$ cat config.mk
export PLATFORM = sky130hd
export DESIGN_NAME = hcbp_ram
export DESIGN_NICKNAME = d
export VERILOG_FILES = /design/src/hcbp_ram.sv
export SDC_FILE = /design/constraint.sdc
export NUM_CORES = 2
export LEC_CHECK = 0
export ABC_AREA = 1
export BUFFER_PORTS_ARGS = -buffer_cell sky130_fd_sc_hd__clkbuf_2
export CORE_ASPECT_RATIO = 0.75
export CORE_MARGIN = 3
export CORE_UTILIZATION = 23
export DETAILED_ROUTE_END_ITERATION = 10
export PLACE_DENSITY = 0.48
export SLEW_MARGIN = 25
export SYNTH_ARGS = -nofsm -noshare
export SYNTH_HDL_FRONTEND = slang
export SYNTH_SLANG_ARGS = --single-unit
$ cat constraint.sdc
create_clock -name clock -period 1.35 [get_ports clock]
set_input_delay 0 -clock clock [delete_from_list [all_inputs] [get_ports clock]]
set_output_delay 0 -clock clock [all_outputs]
set_load 0.02 [all_outputs]
$ cat src/hcbp_ram.sv
// Generic single-port-write, single-port-read RAM with a registered read.
// Depends on nothing.
module hcbp_ram #(
   parameter int WIDTH = 8,
   parameter int DEPTH = 256
) (
   input  logic                     clock,
   input  logic                     wr_en,
   input  logic [$clog2(DEPTH)-1:0] wr_addr,
   input  logic [WIDTH-1:0]         wr_data,
   input  logic [$clog2(DEPTH)-1:0] rd_addr,
   output logic [WIDTH-1:0]         rd_data
);

   logic [WIDTH-1:0] mem_ff [DEPTH];
   logic [WIDTH-1:0] rd_data_ff;

   // Write port and registered read port.
   always_ff @(posedge clock) begin
      if (wr_en) begin
         mem_ff[wr_addr] <= wr_data;
      end
      rd_data_ff <= mem_ff[rd_addr];
   end

   assign rd_data = rd_data_ff;

endmodule

==> results.cfg <==
[global_routing]
grt_use_total_pct = 14.4
antenna_found_initial = 12
grt_first_pass_wirelength_microns = 394000
overflow = 0
grtUsageMet2_pct = 20.9
grt_max_degree = 66
met1_usage_pct = 21.8
grt_pass1_vias = 55100
grtUsageMet3_pct = 2.74
top_usage_layer = met1

[synth]
syn_avg_cell_area_sq_um = 11.9
synthCells = 7003
netlist_area_sq_um = 83400
netlist-cell-type-count = 14
ys_seq_area_share_pct = 73.9
ys_seq_elements = 2056
synth_nets = 7029
ys_warn_count = 0

[die]
die-height_microns = 527
num_rows = 190
die_area_sq_um = 370000
initial_core_util_pct = 23.2
die_w_microns = 701
io_pins = 34
design.core.area_sq_um = 359000

[timing]
period_minus_slack_ns = 1.53
fin_skew_ns = 0.0729
tightest_slew_ns = 0.613
slew_violations = 0
setup_ws_ns = -0.184
fin_setup_tns_ns = -1.59
whs_ns = 0.0728
finalCritPeriodShare_pct = 114
fmax_ghz = 0.652
maxSlewHeadroom_pct = 59.1
setup_viol = 16
hold_viol = 0
rsz0062_at_grt = yes

[clock_tree]
post_cts_buffers = 0
cts_root_buffer = clkbuf_16
tritoncts = built
clk_pin_slew_ns = 0.07
cts_sinks = 2056
clk_latency_ns = 0.87
htree_levels = 4
cts_buffer_depth = 4
cts_buffers = 200

[detailed_routing]
vias_per_cell = 4.57
postRouteAntennaNets = 0
wl_per_cell_microns = 21.8
drt_iter0_markers = 6565
drt-pass1-iter-count = 6
vias = 57400
drc = 0
totalWireLength_microns = 274000

[worst_setup_path]
crit_buf_inv = 1
cp-start-kind = flop
path_max_fanout = 1
r2r_setup_slack_ns = -0.18
crit_chain = nand2_1, nand3_1, nand3_1, nand3_4, nand3_2, nand3_2, nand3_2, buf_6, nand2_4, nand2_4, nand2_2
reg2reg_to = rd_data[4]
critPathRequiredTime_ns = 2.12
endpoint_kind = flop
cp_slowest_cell = edfxtp_1
critical_path.most_common_cell = nand3_2
arrival_ns = 2.30
r2r-start = mem_ff[239][4]
path_class = reg -> reg
cp_top_family = simple AND/OR/NAND/NOR gates
max_stage_delay_ns = 0.37
r2r_cells = 11

[placement]
dp.final_hpwl_microns = 179000
gp_congestion = 0.876
port_buffers = 33
placed_area_sq_um = 96800

[cells_and_area]
final_core_util_pct = 29.7
fin_nets = 7623
regArea_sq_um = 61700
syn2layout_area_growth_pct = 27.7
multi_input_area_sq_um = 22500
drive_gt1_share_pct = 22.3
stdcell_area_sq_um = 107000
fillerInstances = 36100

[min_path]
min_path_cells = 7
min_from = wr_addr[6]
min_path_type = in -> reg
min_to = mem_ff[139][6]

[status]
status = finished with violations
violations = negative setup slack

[power]
vdd_drop_max_v = 0.000915
powerDensity_nw_per_um2 = 1290
power_leakage_nw = 37.2

[job]
drv_cap = 0
-- what timing repair did --
action / 4_1_cts / 5_1_grt
hold buffers: 17 / 0
resized for setup: 398 / 242
hold endpoints to repair: 2169 / 0
endpoints found under the setup margin: 16 / 116
pin swaps: 98 / 133
-- worst max-delay path by stage --
| stage | from | endpoint | depth (start not counted) |
|---|---|---|---|
| 2_1_floorplan | wr_en | mem_ff[198][0] | 4 |
| 3_3_place_gp | rd_addr[1] | rd_data[1] | 14 |
| 3_5_place_dp | rd_addr[1] | rd_data[6] | 14 |
| 4_1_cts | rd_data[1] | rd_data[1] | 1 |
| 5_1_grt | mem_ff[239][4] | rd_data[4] | 11 |
| 6_report | mem_ff[239][4] | rd_data[4] | 11 |
-- final cells by class --
class                      count  share of cell area [%]
sequential                  2056                    57.9
clock buffer                 237                    4.95
inverter                      39                   0.169
tap                         4800                    5.64
antenna                        8                  0.0188
timing repair buffer         875                    9.18
multi-input combinational   4425                    21.2
clock inverter               120                   0.980
-- power breakdown --
group | switching [mW] | internal, mW | total (mW)
combinational | 7.65 | 3.62 | 11.3
clock | 24.7 | 31.2 | 55.8
sequential | 0.108 | 70.3 | 70.4
-- stage by stage --
stage,instances,setup WS [ns],total power [mW]
after floorplan,7003,-0.133,76.2
after global placement,12200,-1.03,81.9
after detailed placement,12200,-1.02,81.9
after CTS,12600,-0.249,138
after global routing,12600,-0.266,142
final,12600,-0.184,138
-- cell usage in the layout, fill, tap and decap left out, types with 2 or more instances in the layout --
cell type / synthesis / layout
nand2_2: 0 / 28
nand2_4: 0 / 11
inv_6: 0 / 2
dfxtp_2: 0 / 2
nand2_1: 2123 / 2084
clkinv_8: 0 / 2
clkbuf_16: 0 / 205
nor2_4: 0 / 10
clkbuf_2: 0 / 12
buf_6: 16 / 16
dfxtp_4: 0 / 6
nand3_4: 0 / 95
diode_2: 0 / 8
buf_12: 0 / 238
dlygate4sd3_1: 0 / 17
nand3_2: 0 / 353
clkinv_1: 0 / 51
buf_8: 1 / 17
clkinv_2: 0 / 38
inv_1: 36 / 34
nor2_2: 0 / 86
edfxtp_1: 2048 / 2048
bufinv_16: 0 / 18
clkbuf_8: 0 / 6
clkbuf_1: 112 / 28
clkinvlp_4: 0 / 8
inv_8: 0 / 3
nand3_1: 2019 / 1571
buf_4: 46 / 573
nor2_1: 283 / 187
-- cells in the mapped netlist --
master / number / area, sq um
dfxtp_1: 8 / 160
nor2_1: 283 / 1060
buf_2: 268 / 1340
buf_6: 16 / 180
buf_1: 40 / 150
inv_4: 1 / 6.26
inv_1: 36 / 135
nand2_1: 2123 / 7970
nand3_1: 2019 / 10100
buf_4: 46 / 345
clkbuf_1: 112 / 420
buf_8: 1 / 15.0
inv_2: 2 / 7.51
edfxtp_1: 2048 / 61500
-- worst register-to-register path, delay by kind of cell (launching register included) --
| kind | cells | cell delay, ns |
|---|---|---|
| and+or+nand+nor | 10 | 0.92 |
| buffers and inverters | 1 | 0.13 |
| DFF | 1 | 0.37 |
-- layer usage --
| metal | vias up | wire length, microns |
|---|---|---|
| li1 | 26100 | - |
| met4 | 2 | 6410 |
| met2 | 2169 | 117000 |
| met3 | 334 | 21900 |
| met5 | - | 13 |
| met1 | 28800 | 129000 |
-- kinds of logic after synthesis --
family / share of synthesized area [%]
buffers and inverters: 3.12
DFF: 73.9
and+or+nand+nor: 22.9
-- registers in the layout, summed over array words and instances (netlist names) --
signal / count
mem_ff: 2048
rd_data: 8
No activity file was read; power rests on OpenSTA's default activity.
