==> src/hcbp_pkg.sv <==
// Package for the Huffman code bit packer: shared constants, input mode codes
// and the push command that passes from the front end to the queue.
// No dependencies.
package hcbp_pkg;

   // Default sizes for the top-level parameters.
   localparam int DEF_SYMBOL_COUNT = 256;
   localparam int DEF_MAX_CODE_LEN = 32;

   // Width of one output word and of the fill counter.
   localparam int BYTE_BITS = 8;
   localparam int FILL_W    = 3;

   // Depth of the command queue between the front end and the packer.
   localparam int QUEUE_DEPTH = 4;

   // Input mode codes.
   localparam logic [1:0] MODE_LOAD   = 2'd0;
   localparam logic [1:0] MODE_ENCODE = 2'd1;
   localparam logic [1:0] MODE_FLUSH  = 2'd2;

   // Push control from the front end to the command queue.
   typedef struct packed {
      logic valid;
      logic flush;
   } cmd_type;

endpackage

==> src/hcbp_queue.sv <==
// Short command queue between the front end and the packer back end.
// Uses hcbp_pkg for the push command and the queue depth.
module hcbp_queue #(
   parameter int MAX_CODE_LEN = 32,
   parameter int LEN_W        = 6,
   parameter int COUNT_W      = 3
) (
   input  logic                    clock,
   input  logic                    reset,
   input  hcbp_pkg::cmd_type       push_cmd,
   input  logic [MAX_CODE_LEN+LEN_W-1:0] push_data,
   input  logic                    pop,
   output logic                    empty,
   output logic [COUNT_W-1:0]      count,
   output logic                    head_flush,
   output logic [MAX_CODE_LEN-1:0] head_code,
   output logic [LEN_W-1:0]        head_len
);
   import hcbp_pkg::*;

   localparam int PTR_W = $clog2(QUEUE_DEPTH);

   logic                    flush_ff [QUEUE_DEPTH];
   logic [MAX_CODE_LEN-1:0] code_ff  [QUEUE_DEPTH];
   logic [LEN_W-1:0]        len_ff   [QUEUE_DEPTH];
   logic [PTR_W-1:0]        wr_ptr_ff, wr_ptr_in;
   logic [PTR_W-1:0]        rd_ptr_ff, rd_ptr_in;
   logic [COUNT_W-1:0]      count_ff, count_in;

   // Pointer and occupancy updates.
   always_comb begin
      wr_ptr_in = push_cmd.valid ? wr_ptr_ff + PTR_W'(1) : wr_ptr_ff;
      rd_ptr_in = pop ? rd_ptr_ff + PTR_W'(1) : rd_ptr_ff;
      count_in  = count_ff + COUNT_W'(push_cmd.valid) - COUNT_W'(pop);
   end

   always_ff @(posedge clock) begin
      if (reset) begin
         wr_ptr_ff <= '0;
         rd_ptr_ff <= '0;
         count_ff  <= '0;
      end else begin
         wr_ptr_ff <= wr_ptr_in;
         rd_ptr_ff <= rd_ptr_in;
         count_ff  <= count_in;
      end
   end

   // Entry storage.
   always_ff @(posedge clock) begin
      if (push_cmd.valid) begin
         flush_ff[wr_ptr_ff] <= push_cmd.flush;
         code_ff[wr_ptr_ff]  <= push_data[MAX_CODE_LEN+LEN_W-1:LEN_W];
         len_ff[wr_ptr_ff]   <= push_data[LEN_W-1:0];
      end
   end

   assign empty      = (count_ff == '0);
   assign count      = count_ff;
   assign head_flush = flush_ff[rd_ptr_ff];
   assign head_code  = code_ff[rd_ptr_ff];
   assign head_len   = len_ff[rd_ptr_ff];

endmodule

==> config.mk <==
export PLATFORM = sky130hd
export DESIGN_NAME = hcbp_queue
export DESIGN_NICKNAME = d
export VERILOG_FILES = /design/src/hcbp_pkg.sv /design/src/hcbp_queue.sv
export SDC_FILE = /design/constraint.sdc
export NUM_CORES = 1
export LEC_CHECK = 0
export BUFFER_PORTS_ARGS = -buffer_cell sky130_fd_sc_hd__buf_2
export CORE_MARGIN = 2
export CORE_UTILIZATION = 50
export DETAILED_ROUTE_END_ITERATION = 16
export HOLD_SLACK_MARGIN = 0.06
export MAX_ROUTING_LAYER = met4
export PLACE_DENSITY_LB_ADDON = 0.1
export SYNTH_ARGS = -nofsm -noshare
export SYNTH_HDL_FRONTEND = slang
export SYNTH_SLANG_ARGS = --single-unit
==> constraint.sdc <==
create_clock -name clock -period 2.4 [get_ports clock]
set_clock_uncertainty 0.1 [all_clocks]
set_input_delay 0.12 -clock clock [delete_from_list [all_inputs] [get_ports clock]]
set_output_delay 0.12 -clock clock [all_outputs]
set_load 0.03 [all_outputs]
==> run_results.csv <==
group,metric,value,unit
run_status,status,"complete, no violations",
routing,routedWlPerCell,18.5,µm
placed_design,dp.final_hpwl,5.77,mm
sta,slew_headroom,65.2,%
global_routing,grt_first_pass_wirelength,15.8,mm
setup_path,critPathKind,"flip-flop to output port",
run,maxCapViolations,0,
logic_synthesis,synthMuxAreaShare,14.7,%
logic_synthesis,ys_top_cells_by_area,"edfxtp_1 (77%), mux4_2 (15%), dfxtp_1 (3.0%), ha_1 (1.2%), and2_1 (0.41%)",
global_routing,grt_pass1_vias,3013,
routing,routed_wl,10.2,mm
setup_path,crit_path_start_kind,"flip-flop",
sta,period_share,91.3,%
cells_and_area,drive_gt1_share,42.0,%
setup_path,path_buf_inv,2,
setup_path,required,2.18,ns
placed_design,io_buffers,85,
global_routing,gr-total-overflow,0,
pwr,p_leak,2.76,nW
pwr,powerDensity,915,nW/µm²
floorplan,die-area,13000,µm²
floorplan,die_width,114,µm
logic_synthesis,avgSynthCellArea,24.8,µm²
routing,num_vias,2900,
logic_synthesis,synth_area_leader_cell,"edfxtp_1",
sta,setup_ws,0.208,ns
routing,drcViolationCount,0,
routing,drtIter0Drc,192,
setup_path,arrival,1.97,ns
logic_synthesis,yosys.area.top_type_share,77.4,%
logic_synthesis,synth_cell_types,20,
cts,clock_sinks,165,
cts,cts_resized,0,
routing,routed-wl-met3,412,µm
routing,wl_met2,5.19,mm
cells_and_area,final_common_cell,"edfxtp_1",
sta,grt_setup_unrepaired,"no",
sta,hold_violations,0,
setup_path,critPathMaxStageDelay,0.60,ns
cts,cts_root_buffer,"clkbuf_16",
setup_path,slowest_stage,"dfxtp_4",
cts,cts_buffers,17,
sta,maxSlewViolCount,0,
logic_synthesis,yosys_register_bits,165,
pwr,ir_drop,0.519,mV
cells_and_area,num_antenna_cells,0,
logic_synthesis,synth_top_family_by_area,"multiplexers",
logic_synthesis,syn-num-nets,294,
hold_path,min_path_type,"input pin to flip-flop",
routing,postRouteAntennaNets,0,
routing,highest_layer,"met4",
cts,post_cts_buffers,0,
floorplan,num_rows,40,
logic_synthesis,netlist_instances,244,
cells_and_area,final_cell_mix,"edfxtp_1 (156), buf_2 (85), dlygate4sd3_1 (43)",
placed_design,place_congestion,0.679,
cts,cts.clk_slew.worst_paths,0.06,ns
cts,clkLatencyLatePin,0.41,ns
floorplan,core,11900,µm²
global_routing,grt_max_degree,40,
cells_and_area,finalNetCount,442,
logic_synthesis,syn_area,6050,µm²
logic_synthesis,synthSimpleGateAreaFrac,1.14,%
sta,max_freq,456,MHz
routing,drt-pass1-iter-count,4,
floorplan,die-height,114,µm
cts,max-clock-path-buffers,2,
logic_synthesis,yosysWarnings,0,
sta,setup_viol,0,
cts,cts_hold_buffers,43,
setup_path,path_cells,"buf_12 > mux4_2 > buf_2",
setup_path,crit_family,"flip-flops",
setup_path,cp_max_fo,18,
logic_synthesis,yosys.area_share.xor_xnor,0.682,%
logic_synthesis,synth_fa_ha_area_share,1.57,%
routing,met1_length,4.48,mm
logic_synthesis,ys_seq_area_share,80.4,%
floorplan,io_pins,86,
sta,tightest_slew,0.523,ns
sta,fin_hold_ws,0.357,ns
cts,cts_tree,"built",
placed_design,preCtsSetupSlack,0.586,ns
setup_path,endpoint_kind,"output port",
sta,min_period,2.19,ns
routing,vias_per_cell,5.25,
floorplan,start_util,50.8,%
cells_and_area,syn2layout_area_growth,29.5,%
logic_synthesis,synth_compound_area_share,0.248,%
global_routing,gr-usage-all-layers,17.5,%
cts,cts-htree-levels,4,
sta,fin_setup_tns,0,ns
global_routing,antenna_found_initial,0,
## through the flow
step	util, %	std cells	power, W	area (µm²)
5_1_grt	65.8	552	0.00743	7840
6_report	65.8	552	0.00717	7840
3_3_place_gp	56.7	477	0.00426	6760
3_5_place_dp	56.7	477	0.00428	6760
2_1_floorplan	-	244	0.00399	6050
4_1_cts	65.8	552	0.00724	7840
## synth_stat cells
cell,n
mux2i_1,1
xnor2_1,2
ha_1,6
buf_4,2
xor3_1,1
dfxtp_1,9
buf_6,2
and2_1,4
inv_1,6
nor3_1,1
buf_2,2
edfxtp_1,156
nor2_1,5
a21oi_1,1
clkbuf_1,2
a21bo_2,1
fa_1,1
nor2b_1,2
nand3b_1,1
mux4_2,39
## worst paths after layout
kind	from	slack (ns)	depth (start not counted)	endpoint
setup / recovery	flip-flop	0.21	3	head_code[25]
hold / removal	push_data[23]	0.36	2	code_ff[0][17]
setup reg to reg	wr_ptr_ff[0]	0.66	4	len_ff[0][4]
hold reg to reg	rd_ptr_ff[0]	0.45	2	rd_ptr_ff[1]
## report_power, final
group	total (W)	switching, W	internal (W)
Combinational	0.000878	0.000499	0.000380
Clock	0.00292	0.000997	0.00192
Sequential	0.00338	0.0000717	0.00331
## cells by family (layout without fill, tap and decap cells)
kind of cell,after synthesis,after routing
flops,165,165
mux,40,40
buf+inv,14,175
simple gates,13,13
fa+ha+maj,7,7
xor+xnor,3,3
compound gates,2,2
## layer usage
| metal | GRT usage (%) | up-vias |
|---|---|---|
| met3 | 4.14 | 10 |
| met4 | 7.56 | 0 |
| met1 | 22.6 | 1499 |
| met5 | - | - |
| met2 | 27.0 | 72 |
| li1 | - | 1319 |
## layout make-up
cell class / instances / area, µm²
sequential: 165 / 4870
clock inverter: 10 / 175
timing repair buffer: 137 / 998
tap: 147 / 184
fill: 828 / 4070
multi-input combinational: 65 / 1110
clock buffer: 22 / 474
inverter: 6 / 22.5
## registers in the layout, summed over array words and instances (netlist names), named ones only
name / count
rd_ptr_ff: 2
len_ff: 24
count: 3
wr_ptr_ff: 2
code_ff: 128
flush_ff: 4
Power figures use the tool's default switching activity.
