## src/hcbp_pkg.sv

```systemverilog
// Package for the Huffman code bit packer: shared constants, input mode codes
// and the push command that passes from the front end to the queue.
// No dependencies.
package hcbp_pkg;

   // Default sizes for the top-level parameters.
   localparam int DEF_SYMBOL_COUNT = 256;
   localparam int DEF_MAX_CODE_LEN = 32;

   // Width of one output word and of the fill counter.
   localparam int BYTE_BITS = 8;
   localparam int FILL_W    = 3;

   // Depth of the command queue between the front end and the packer.
   localparam int QUEUE_DEPTH = 4;

   // Input mode codes.
   localparam logic [1:0] MODE_LOAD   = 2'd0;
   localparam logic [1:0] MODE_ENCODE = 2'd1;
   localparam logic [1:0] MODE_FLUSH  = 2'd2;

   // Push control from the front end to the command queue.
   typedef struct packed {
      logic valid;
      logic flush;
   } cmd_type;

endpackage

```

## src/hcbp_front.sv

```systemverilog
// Front end of the code bit packer: accepts input words, writes code table
// entries and issues table reads for encode and flush commands. Uses hcbp_pkg.
module hcbp_front #(
   parameter int SYMBOL_COUNT = 256,
   parameter int MAX_CODE_LEN = 32,
   parameter int ADDR_W       = 8,
   parameter int LEN_W        = 6,
   parameter int COUNT_W      = 3
) (
   input  logic                   clock,
   input  logic                   reset,
   input  logic                   req_valid,
   output logic                   req_stall,
   input  logic [1:0]             req_mode,
   input  logic [7:0]             req_symbol,
   input  logic [31:0]            req_code_value,
   input  logic [5:0]             req_code_len,
   input  logic [COUNT_W-1:0]     q_count,
   output logic                   tab_wr_en,
   output logic [ADDR_W-1:0]      tab_addr,
   output logic [MAX_CODE_LEN+LEN_W-1:0] tab_wr_data,
   output hcbp_pkg::cmd_type      push_cmd
);
   import hcbp_pkg::*;

   logic                    accept;
   logic                    in_range;
   logic [5:0]              len_sat;
   logic [MAX_CODE_LEN-1:0] code_masked;
   logic                    issue;
   logic                    pend_ff, pend_in;
   logic                    pend_flush_ff, pend_flush_in;

   // Hold off input while the queue could not take the word in flight.
   assign req_stall = (q_count + COUNT_W'(pend_ff)) >= COUNT_W'(QUEUE_DEPTH);
   assign accept    = req_valid && !req_stall;
   assign in_range  = {1'b0, req_symbol} < 9'(SYMBOL_COUNT);

   // Saturate the length and clear code bits above it.
   always_comb begin
      len_sat = (req_code_len > 6'(MAX_CODE_LEN)) ? 6'(MAX_CODE_LEN)
                                                  : req_code_len;
      for (int i = 0; i < MAX_CODE_LEN; i++) begin
         code_masked[i] = req_code_value[i] && (6'(i) < len_sat);
      end
   end

   // Table write for loads; reads for encodes share the same address.
   assign tab_wr_en   = accept && (req_mode == MODE_LOAD) && in_range;
   assign tab_addr    = req_symbol[ADDR_W-1:0];
   assign tab_wr_data = {code_masked, len_sat[LEN_W-1:0]};

   // Encode and flush words wait in the pending register for the registered table read data.
   assign issue = accept && (((req_mode == MODE_ENCODE) && in_range) ||
                             (req_mode == MODE_FLUSH));
   assign pend_in       = issue;
   assign pend_flush_in = (req_mode == MODE_FLUSH);

   always_ff @(posedge clock) begin
      if (reset) begin
         pend_ff <= 1'b0;
      end else begin
         pend_ff <= pend_in;
      end
      pend_flush_ff <= pend_flush_in;
   end

   assign push_cmd.valid = pend_ff;
   assign push_cmd.flush = pend_flush_ff;

endmodule

```

## config.mk

```make
export PLATFORM = sky130hd
export DESIGN_NAME = hcbp_front
export DESIGN_NICKNAME = d
export VERILOG_FILES = /design/src/hcbp_pkg.sv /design/src/hcbp_front.sv
export SDC_FILE = /design/constraint.sdc
export NUM_CORES = 1
export LEC_CHECK = 0
export BUFFER_PORTS_ARGS = -buffer_cell sky130_fd_sc_hd__buf_2
export CAP_MARGIN = 20
export CORE_MARGIN = 2
export CORE_UTILIZATION = 30
export CTS_CLUSTER_SIZE = 10
export DETAILED_ROUTE_END_ITERATION = 7
export GPL_TIMING_DRIVEN = 0
export HOLD_SLACK_MARGIN = 0.05
export PLACE_DENSITY = 0.8
export SYNTH_ARGS = -nofsm -noshare
export SYNTH_HDL_FRONTEND = slang
export SYNTH_SLANG_ARGS = --single-unit
export TNS_END_PERCENT = 50
```

## constraint.sdc

```tcl
create_clock -name clock -period 1.6 [get_ports clock]
set_clock_uncertainty 0.05 [all_clocks]
set_input_delay 0.32 -clock clock [delete_from_list [all_inputs] [get_ports clock]]
set_output_delay 0.32 -clock clock [all_outputs]
set_load 0.005 [all_outputs]
```

==> impl_metrics.py, run 1 <==
metrics = {
    "outcome": {
        "status": "finished with violations",
        "violations": "setup timing",
    },
    "sta": {
        "worstMarginPinSlew_ns": 0.272,
        "max_freq_ghz": 0.593,
        "hold_viol_final": 0,
        "rsz0062_at_grt": "true",
        "relSlewSlack_pct": 81.8,
        "fin_crit_sh_pct": 105,
        "timing.final.crit_period_ns": 1.69,
        "fin_ws_ns": -0.0857,
        "slew_viol_final": 0,
        "setup_viol": 5,
    },
    "job": {
        "cap_violations": 0,
    },
    "power_and_ir_drop": {
        "vdd_drop_max_v": 0.000372,
        "cellLeakagePower_uw": 0.000784,
        "finalPower_uw": 497,
        "power_density_mw_per_mm2": 350,
    },
    "finish": {
        "nNetsFinal": 270,
        "area_growth_pct": 90.7,
        "seq_area_sq_um": 40.0,
        "nFillCells": 262,
        "stdcell_area_sq_mm": 0.00142,
        "multiInputGateArea_sq_um": 594,
        "antenna_cells": 0,
        "drive_gt1_share_pct": 62.7,
    },
    "placement": {
        "io_buffers": 94,
        "gp_congestion": 0.734,
        "postPlaceCellArea_sq_mm": 0.00125,
        "hpwl_um": 2070,
    },
    "synth": {
        "synth_compound_area_share_pct": 34.7,
        "synthCells": 111,
        "yosysMostFrequentCell": "buf_4",
        "synth_top_family_by_area": "compound AO/OA/AOI/OAI gates",
        "netlist-cell-type-count": 35,
        "syn_avg_cell_area_sq_um": 6.70,
        "yosys.area_share.simple_pct": 31.1,
        "yosysSeqAreaShare_pct": 5.39,
        "yosysTopAreaCell": "buf_4",
        "syn-num-nets": 167,
        "synth_top_area_share_pct": 10.1,
        "ys_warn_count": 0,
        "synthMuxAreaShare_pct": 2.69,
        "async_flop_share_pct": 0,
        "synth_top_flop_cell": "dfxtp_1",
        "yosys-top-cells-area": "buf_4, a21boi_0, nor2b_1",
        "synth-edff-count": 0,
        "ys_top_cells_by_count": "buf_4, a21boi_0, buf_2, nor2b_1",
        "yosys.area_share.xor_xnor_pct": 1.18,
        "ys_ff_latch": 2,
        "synth_adder_area_share_pct": 3.37,
        "synth.cell_area_sq_um": 743,
    },
    "critical_path": {
        "cp.arrival_ns": 1.32,
        "critPathLaunchType": "input pin",
        "crit_type": "input pin to primary output",
        "worstSetupEndpointType": "primary output",
        "cp.required_ns": 1.23,
        "cp_max_fo": 4,
    },
    "grt": {
        "grt-ovfl-total": 0,
        "gr-usage-all-layers_pct": 17.5,
        "grt_pass1_wl_um": 3860,
        "antenna_found_initial": 0,
        "grt_pass1_vias": 939,
        "grt_max_degree": 11,
    },
    "cts": {
        "cts_buffers": 3,
        "htreeDepth": 1,
        "tritoncts": "built",
        "clk_latency_ns": 0.22,
        "cts_root_buf": "clkbuf_4",
        "path_clk_slew_ns": 0.03,
        "cts_max_path_buffers": 2,
        "numClockSinks": 2,
    },
    "floorplan": {
        "dieHeight_um": 53.8,
        "dieArea_sq_mm": 0.00289,
        "die_x_um": 53.8,
        "ios": 104,
        "start_util_pct": 30.8,
        "coreArea_sq_mm": 0.00241,
        "rows": 18,
    },
    "route": {
        "dr.pass1.iters": 4,
        "ant_nets": 0,
        "vias_per_cell": 4.86,
        "drc": 0,
        "drt_iter0_drc": 16,
        "avgRoutedWirePerCell_um": 11.4,
        "wirelength_um": 2750,
        "vias": 1175,
    },
    "min_path": {
        "holdCritPathClass": "input pin to flip-flop",
    },
}
-- what timing repair did --
item	CTS	global route
pin swaps	4	4
endpoints found under the hold margin	0	0
resized for setup	14	20
cloned	1	0
endpoints found under the setup margin	27	28
setup buffers	4	0
hold buffers	0	0
-- flip-flops by register name (all words and copies together) (netlist names) --
register       flops
pend_ff            1
pend_flush_ff      1
-- stage by stage --
step	hold WS (ns)	TNS, ns	std cells	util [%]	setup WS (ns)
after floorplan	0.410	0	111	-	0.0935
after global placement	0.511	-2.25	235	51.9	-0.172
after detailed placement	0.522	-2.41	235	51.9	-0.183
after CTS	0.287	-0.225	243	56.3	-0.0869
after global routing	0.299	-0.410	242	58.8	-0.111
final	0.295	-0.219	242	58.8	-0.0857
-- path summary, 6_finish.rpt --
path / startpoint / to / slack, ns / cells after the start
setup / recovery: req_code_len[2] / tab_wr_data[6] / -0.09 / 4
hold reg to reg: pend_ff$_SDFF_PP0_ / pend_ff$_SDFF_PP0_ / 0.65 / 2
hold / removal: req_mode[1] / pend_flush_ff$_DFF_P_ / 0.29 / 2
setup reg to reg: pend_ff$_SDFF_PP0_ / pend_ff$_SDFF_PP0_ / 0.73 / 2
-- metal layers --
layer / routed length, um / global-route usage (%)
met2: 1420 / 31.3
met4: 27 / 6.41
met3: 258 / 1.94
met1: 1050 / 21.3
met5: 0 / 0
-- layout make-up --
type                       count  area share, %
multi-input combinational     81           41.9
sequential                     2           2.82
buffer                        22           12.0
inverter                       5           1.32
clock buffer                   3           1.59
tap                           30           2.65
timing repair buffer          99           37.7
-- placed cells by master (no fill, tap or decap), types with 2 or more instances in the layout --
cell type  instances
buf_2             94
buf_4             15
buf_6              8
nor2b_1            8
a21boi_0           7
o21ai_0            6
inv_1              5
o21a_1             5
nor2_1             5
clkbuf_4           4
a21oi_1            4
and2_1             3
nand2_1            3
nand3_1            3
or4_4              2
nand3b_1           2
a21boi_1           2
nand4b_1           2
o31ai_1            2
nor3_1             2
a211oi_2           2
o211a_1            2
mux2i_1            2
ha_1               2
dfxtp_1            2
-- report_power, final --
part,switching [uW],internal [uW],total [uW],leakage [uW]
Sequential,0.666,52.5,53.2,0.0000165
Clock,28.6,82.7,111,0.0000138
Combinational,144,188,332,0.000753
-- worst max-delay path, stage by stage --
cell,delay (ns)
buf_8,0.10
or4_4,0.53
o31a_1,0.24
buf_2,0.12
-- cells by family after synthesis --
family | Yosys count
flops | 2
fa+ha+maj | 2
compound gates | 37
simple gates | 39
buf+inv | 28
xor+xnor | 1
mux | 2
No activity file was read; power rests on OpenSTA's default activity.
==> run 2: changes to the inputs <==
MAX_ROUTING_LAYER = met4   (was unset)
==> run 2 against run 1 <==
  * Setup slack lost 0.011 ns
  * Hold slack about the same
  * Utilization shrank 0.16 points
  * Sequential cell count did not move
  * The flow still finishes with violations (setup timing)
  * Global-route usage grew 0.56 points
  * Final cell count unchanged
  * First-iteration DRC count increased by 25%
  * Total power down 0.37%
==> impl_metrics.py, run 2 (synthesis gave the netlist of run 1 again) <==
metrics = {
    "floorplan": {
        "start_util_pct": 30.8,
        "dieHeight_um": 53.8,
        "ios": 104,
        "dieArea_sq_mm": 0.00289,
        "coreArea_sq_mm": 0.00241,
        "rows": 18,
        "die_x_um": 53.8,
    },
    "power_and_ir_drop": {
        "finalPower_uw": 495,
        "intPower_uw": 323,
        "cellLeakagePower_uw": 0.000784,
        "pwr-share-seq_pct": 10.7,
        "power_density_mw_per_mm2": 350,
        "p_sw_uw": 172,
        "swShare_pct": 34.7,
        "p_comb_share_pct": 66.8,
        "power_frac_clock_pct": 22.5,
        "vdd_drop_max_v": 0.000372,
    },
    "route": {
        "vias": 1173,
        "highest_layer": "met4",
        "drt_iter0_drc": 20,
        "wirelength_um": 2710,
        "avgRoutedWirePerCell_um": 11.2,
        "drt-met1-wl_um": 1030,
        "ant_nets": 0,
        "dr.pass1.iters": 4,
        "wl_met2_um": 1410,
        "drc": 0,
        "vias_per_cell": 4.85,
        "routed-wl-met3_um": 243,
    },
    "critical_path": {
        "cpMaxStageDelayCell": "or4_4",
        "worst_path_largest_cell_delay_ns": 0.49,
        "cp.required_ns": 1.23,
        "crit_path_frequent_cell": "buf_6",
        "cp.arrival_ns": 1.33,
        "cp_max_fo": 5,
        "cp_cell_sequence": "buf_6 -> buf_6 -> or4_4 -> and3_4 -> buf_6",
        "critPathLaunchType": "input pin",
        "crit_type": "input pin to primary output",
        "worstSetupEndpointType": "primary output",
    },
    "finish": {
        "final_common_cell": "buf_2",
        "antenna_cells": 0,
        "final_cells": 242,
        "largestRegisters": "pend_ff (1), pend_flush_ff (1)",
        "nNetsFinal": 270,
        "drive_gt1_share_pct": 62.3,
        "area_growth_pct": 90.2,
        "mostFrequentLayoutCells": "buf_2, buf_4, buf_6, nor2b_1, a21boi_0",
        "nFillCells": 262,
    },
    "sta": {
        "fin_crit_sh_pct": 106,
        "timing.final.crit_period_ns": 1.70,
        "fin_ws_ns": -0.0966,
        "hold_viol_final": 0,
        "relSlewSlack_pct": 81.0,
        "hold_ws_ns": 0.295,
        "setup_viol": 4,
        "max_freq_ghz": 0.589,
        "worstMarginPinSlew_ns": 0.286,
        "slew_viol_final": 0,
        "rsz0062_at_grt": "true",
    },
    "placement": {
        "dp.cells": 235,
        "gp_congestion": 0.743,
        "hpwl_um": 2070,
        "io_buffers": 94,
    },
    "grt": {
        "grt_pass1_vias": 936,
        "grt_pass1_wl_um": 3870,
        "grt_max_degree": 11,
        "grt-ovfl-total": 0,
        "gr-usage-all-layers_pct": 18.1,
        "antenna_found_initial": 0,
    },
    "outcome": {
        "violations": "setup timing",
        "status": "finished with violations",
    },
    "cts": {
        "cts_max_path_buffers": 2,
        "clk_latency_ns": 0.22,
        "path_clk_slew_ns": 0.03,
        "tritoncts": "built",
        "numClockSinks": 2,
        "holdBufCountCts": 0,
        "cts_root_buf": "clkbuf_4",
        "cts_buffers": 3,
        "htreeDepth": 1,
    },
    "job": {
        "cap_violations": 0,
    },
    "min_path": {
        "holdCritPathClass": "input pin to flip-flop",
    },
}
## run 2: cell types whose count changed in the layout (fill, tap and decap cells not counted)
cell | before | now
clkbuf_4 | 4 | 3
buf_6 | 8 | 10
a21oi_2 | 1 | 0
a21oi_1 | 4 | 5
buf_8 | 1 | 0
## run 2: what timing repair did
| action | CTS | global route |
|---|---|---|
| gates cloned | 1 | 0 |
| setup endpoints to repair | 27 | 28 |
| pin swaps | 4 | 5 |
| gates resized for setup | 14 | 20 |
| buffers inserted | 4 | 0 |
## run 2: power by group through the flow
| stage | clock [uW] | sequential (uW) | combinational [uW] |
|---|---|---|---|
| floorplan | 0 | 53.7 | 146 |
| global placement | 0 | 53.8 | 286 |
| detailed placement | 0 | 53.8 | 291 |
| CTS | 119 | 53.2 | 313 |
| global route | 119 | 53.4 | 369 |
| finish | 111 | 53.2 | 330 |
## run 2: worst max-delay path, delay by kind of cell
family,cells,cell delay (ns)
buf+inv,3,0.32
simple gates,2,0.68
## run 2: final timing paths
check	from	endpoint	slack (ns)	depth (start not counted)
worst min register to register	pend_ff$_SDFF_PP0_	pend_ff$_SDFF_PP0_	0.65	2
worst min-delay path	req_mode[1]	pend_flush_ff$_DFF_P_	0.29	2
worst max-delay path	req_code_len[5]	tab_wr_data[23]	-0.1	5
worst max register to register	pend_ff$_SDFF_PP0_	pend_ff$_SDFF_PP0_	0.73	2
## run 2: cell type report
type,count,area (sq um),share of cell area (%)
inverter,5,18.8,1.33
tap,30,37.5,2.65
sequential,2,40.0,2.83
clock buffer,3,22.5,1.59
buffer,22,174,12.3
timing repair buffer,99,531,37.5
multi-input combinational,81,591,41.8
## run 2: per-layer routing
layer	GRT usage, %	vias up
met4	6.41	0
met2	31.3	54
met3	1.67	4
met1	21.7	523
met5	-	-
li1	-	592
## run 2: stage by stage
stage	instance area [sq um]	TNS [ns]	worst slack, ns	util (%)
floorplan	743	0	0.0935	-
global placement	1250	-2.25	-0.172	51.9
detailed placement	1250	-2.41	-0.183	51.9
CTS	1360	-0.225	-0.0869	56.3
global route	1410	-0.414	-0.128	58.7
finish	1410	-0.246	-0.0966	58.7
==> run 3: changes to the inputs <==
ABC_AREA = 1   (was unset)
CORE_UTILIZATION = 31   (was 30)
PLACE_DENSITY = 0.81   (was 0.8)
==> run 3 against run 2 <==
  * The flow now finishes without violations
  * Global-route usage rose by 0.38 points
  * Hold slack worse by 0.016 ns
  * Wire length rose by 0.15%
  * Critical path depth is 2 higher
  * Area after synthesis up 3.2%
  * Die area is 0.13% lower
  * Setup slack better by 0.15 ns
  * Sequential power is essentially flat
  * Largest cell class unchanged
  * Largest power group unchanged
  * Highest routed layer unchanged
==> impl_metrics.py, run 3 <==
metrics = {
    "outcome": {
        "status": "finished, final reports clean",
    },
    "critical_path": {
        "cp.required_ns": 1.23,
        "worst-r2r-cell-count": 4,
        "cp.arrival_ns": 1.17,
        "r2r_slack_ns": 0.81,
        "crit_type": "input pin to primary output",
        "crit_start": "req_code_len[5]",
        "cp_max_fo": 10,
        "r2r_start": "pend_ff$_SDFF_PP0_",
        "critPathLaunchType": "input pin",
        "worstSetupEndpointType": "primary output",
        "reg2reg_to": "pend_ff$_SDFF_PP0_",
    },
    "sta": {
        "slew_viol_final": 0,
        "setup_viol": 0,
        "rsz0062_at_grt": "true",
        "hold_ws_ns": 0.279,
        "timing.final.crit_period_ns": 1.54,
        "worstMarginPinSlew_ns": 0.254,
        "relSlewSlack_pct": 83.1,
        "fin_crit_sh_pct": 96.5,
        "hold_viol_final": 0,
        "fin_setup_tns_ns": 0,
        "max_freq_ghz": 0.648,
    },
    "synth": {
        "yosysMostFrequentCell": "nor2_1",
        "syn_avg_cell_area_sq_um": 5.40,
        "ys_ff_latch": 2,
        "async_flop_share_pct": 0,
        "synthMuxAreaShare_pct": 0,
        "synth_top_flop_cell": "dfxtp_1",
        "yosysSeqAreaShare_pct": 5.22,
        "synth.cell_area_sq_um": 767,
        "synth_top_area_share_pct": 16.2,
        "yosys.area_share.xor_xnor_pct": 0,
        "synthCells": 142,
        "netlist-cell-type-count": 26,
        "synth_adder_area_share_pct": 3.26,
        "synth_top_family_by_area": "simple AND/OR/NAND/NOR gates",
        "syn-num-nets": 198,
        "ys_top_cells_by_count": "nor2_1, nand2_1, inv_1",
        "yosys.area_share.simple_pct": 54.0,
        "yosys-top-cells-area": "nor2_1, nand2_1, buf_4",
        "yosysTopAreaCell": "nor2_1",
        "ys_warn_count": 0,
        "synth-edff-count": 0,
        "synth_compound_area_share_pct": 11.3,
    },
    "cts": {
        "numClockSinks": 2,
        "cts_root_buf": "clkbuf_4",
        "htreeDepth": 1,
        "cts_max_path_buffers": 2,
        "path_clk_slew_ns": 0.03,
        "tritoncts": "built",
        "cts_buffers": 3,
        "clk_latency_ns": 0.22,
    },
    "grt": {
        "grt_max_degree": 11,
        "grt_pass1_vias": 997,
        "antenna_found_initial": 0,
        "gr-usage-all-layers_pct": 18.5,
        "grt-ovfl-total": 0,
        "grt_pass1_wl_um": 3910,
    },
    "min_path": {
        "holdCritPathClass": "input pin to flip-flop",
        "hold_end": "pend_ff$_SDFF_PP0_",
        "hold_depth": 4,
        "worstHoldStart": "reset",
    },
    "route": {
        "drt_iter0_drc": 12,
        "ant_nets": 0,
        "vias_per_cell": 4.44,
        "dr.pass1.iters": 4,
        "vias": 1209,
        "drc": 0,
        "avgRoutedWirePerCell_um": 9.96,
        "wirelength_um": 2710,
    },
    "floorplan": {
        "rows": 18,
        "coreArea_sq_mm": 0.00241,
        "dieArea_sq_mm": 0.00289,
        "start_util_pct": 31.8,
        "dieHeight_um": 53.7,
        "ios": 104,
        "die_x_um": 53.7,
    },
    "power_and_ir_drop": {
        "vdd_drop_max_v": 0.000352,
        "power_density_mw_per_mm2": 358,
        "cellLeakagePower_uw": 0.000893,
        "finalPower_uw": 485,
    },
    "finish": {
        "nFillCells": 268,
        "largestRegisters": "pend_ff (1), pend_flush_ff (1)",
        "nNetsFinal": 300,
        "area_growth_pct": 76.5,
        "drive_gt1_share_pct": 55.8,
        "mostFrequentLayoutCells": "buf_2, nor2_1, nand2_1, inv_1, buf_4",
        "antenna_cells": 0,
        "final_common_cell": "buf_2",
    },
    "placement": {
        "hpwl_um": 2240,
        "io_buffers": 94,
        "gp_congestion": 0.840,
    },
    "job": {
        "cap_violations": 0,
    },
}
run 3: cell count changes after synthesis, sizes merged, moves of 3 or more:
cell / change
nor3: -3
a21boi: -7
nand2: +26
o21a: -4
nor2: +31
inv: +19
nor2b: -8
nand3: +11
buf: -7
or4: -3
a21oi: +3
run 3: cell families after synthesis:
kind of cell / after synthesis
AND/OR/NAND/NOR: 85
buffers and inverters: 38
AO/OA/AOI/OAI: 15
adder cells (fa/ha/maj): 2
flip-flops: 2
run 3: metal layers:
layer	wire length, um	global-route usage, %
met5	0	-
met4	19	6.41
met3	209	1.11
met2	1390	33.7
met1	1090	21.1
run 3: per-stage QoR:
stage	setup WS, ns	std cells	utilization (%)	area, sq um
6_report	0.0557	272	56.2	1350
5_1_grt	-0.00315	272	56.2	1350
4_1_cts	0.00141	269	53.9	1300
3_5_place_dp	-0.0292	266	52.9	1270
3_3_place_gp	-0.00939	266	52.9	1270
2_1_floorplan	0.345	142	-	767
run 3: timing repair:
item / 4_1_cts / 5_1_grt
gates resized for setup: 1 / 11
pin swaps: 0 / 3
hold buffers: 0 / 0
setup buffers: 0 / 3
endpoints found under the setup margin: 2 / 18
hold endpoints to repair: 0 / 0
run 3: critical path: stages:
cell,delay (ns)
buf_2,0.14
buf_8,0.16
clkinv_8,0.09
nand2_4,0.08
nand2_4,0.09
o21a_1,0.17
buf_2,0.12
run 3: worst max path at each step:
stage	endpoint	slack, ns	cells past startpoint
global placement	tab_wr_data[7]	-0.009	6
CTS	tab_wr_data[10]	0.001	8
detailed placement	tab_wr_data[7]	-0.03	6
floorplan	tab_wr_data[10]	0.35	6
finish	tab_wr_data[6]	0.06	7
global route	tab_wr_data[22]	-0.003	8
run 3: area by class of cell:
class | instances | area, sq um | area share, %
multi-input combinational | 102 | 548 | 40.5
timing repair buffer | 97 | 493 | 36.4
buffer | 14 | 110 | 8.13
inverter | 24 | 103 | 7.58
sequential | 2 | 40.0 | 2.96
tap | 30 | 37.5 | 2.77
clock buffer | 3 | 22.5 | 1.66
run 3: power breakdown:
group / switching (uW) / internal (uW)
Combinational: 159 / 162
Clock: 27.5 / 82.6
Sequential: 0.969 / 52.5
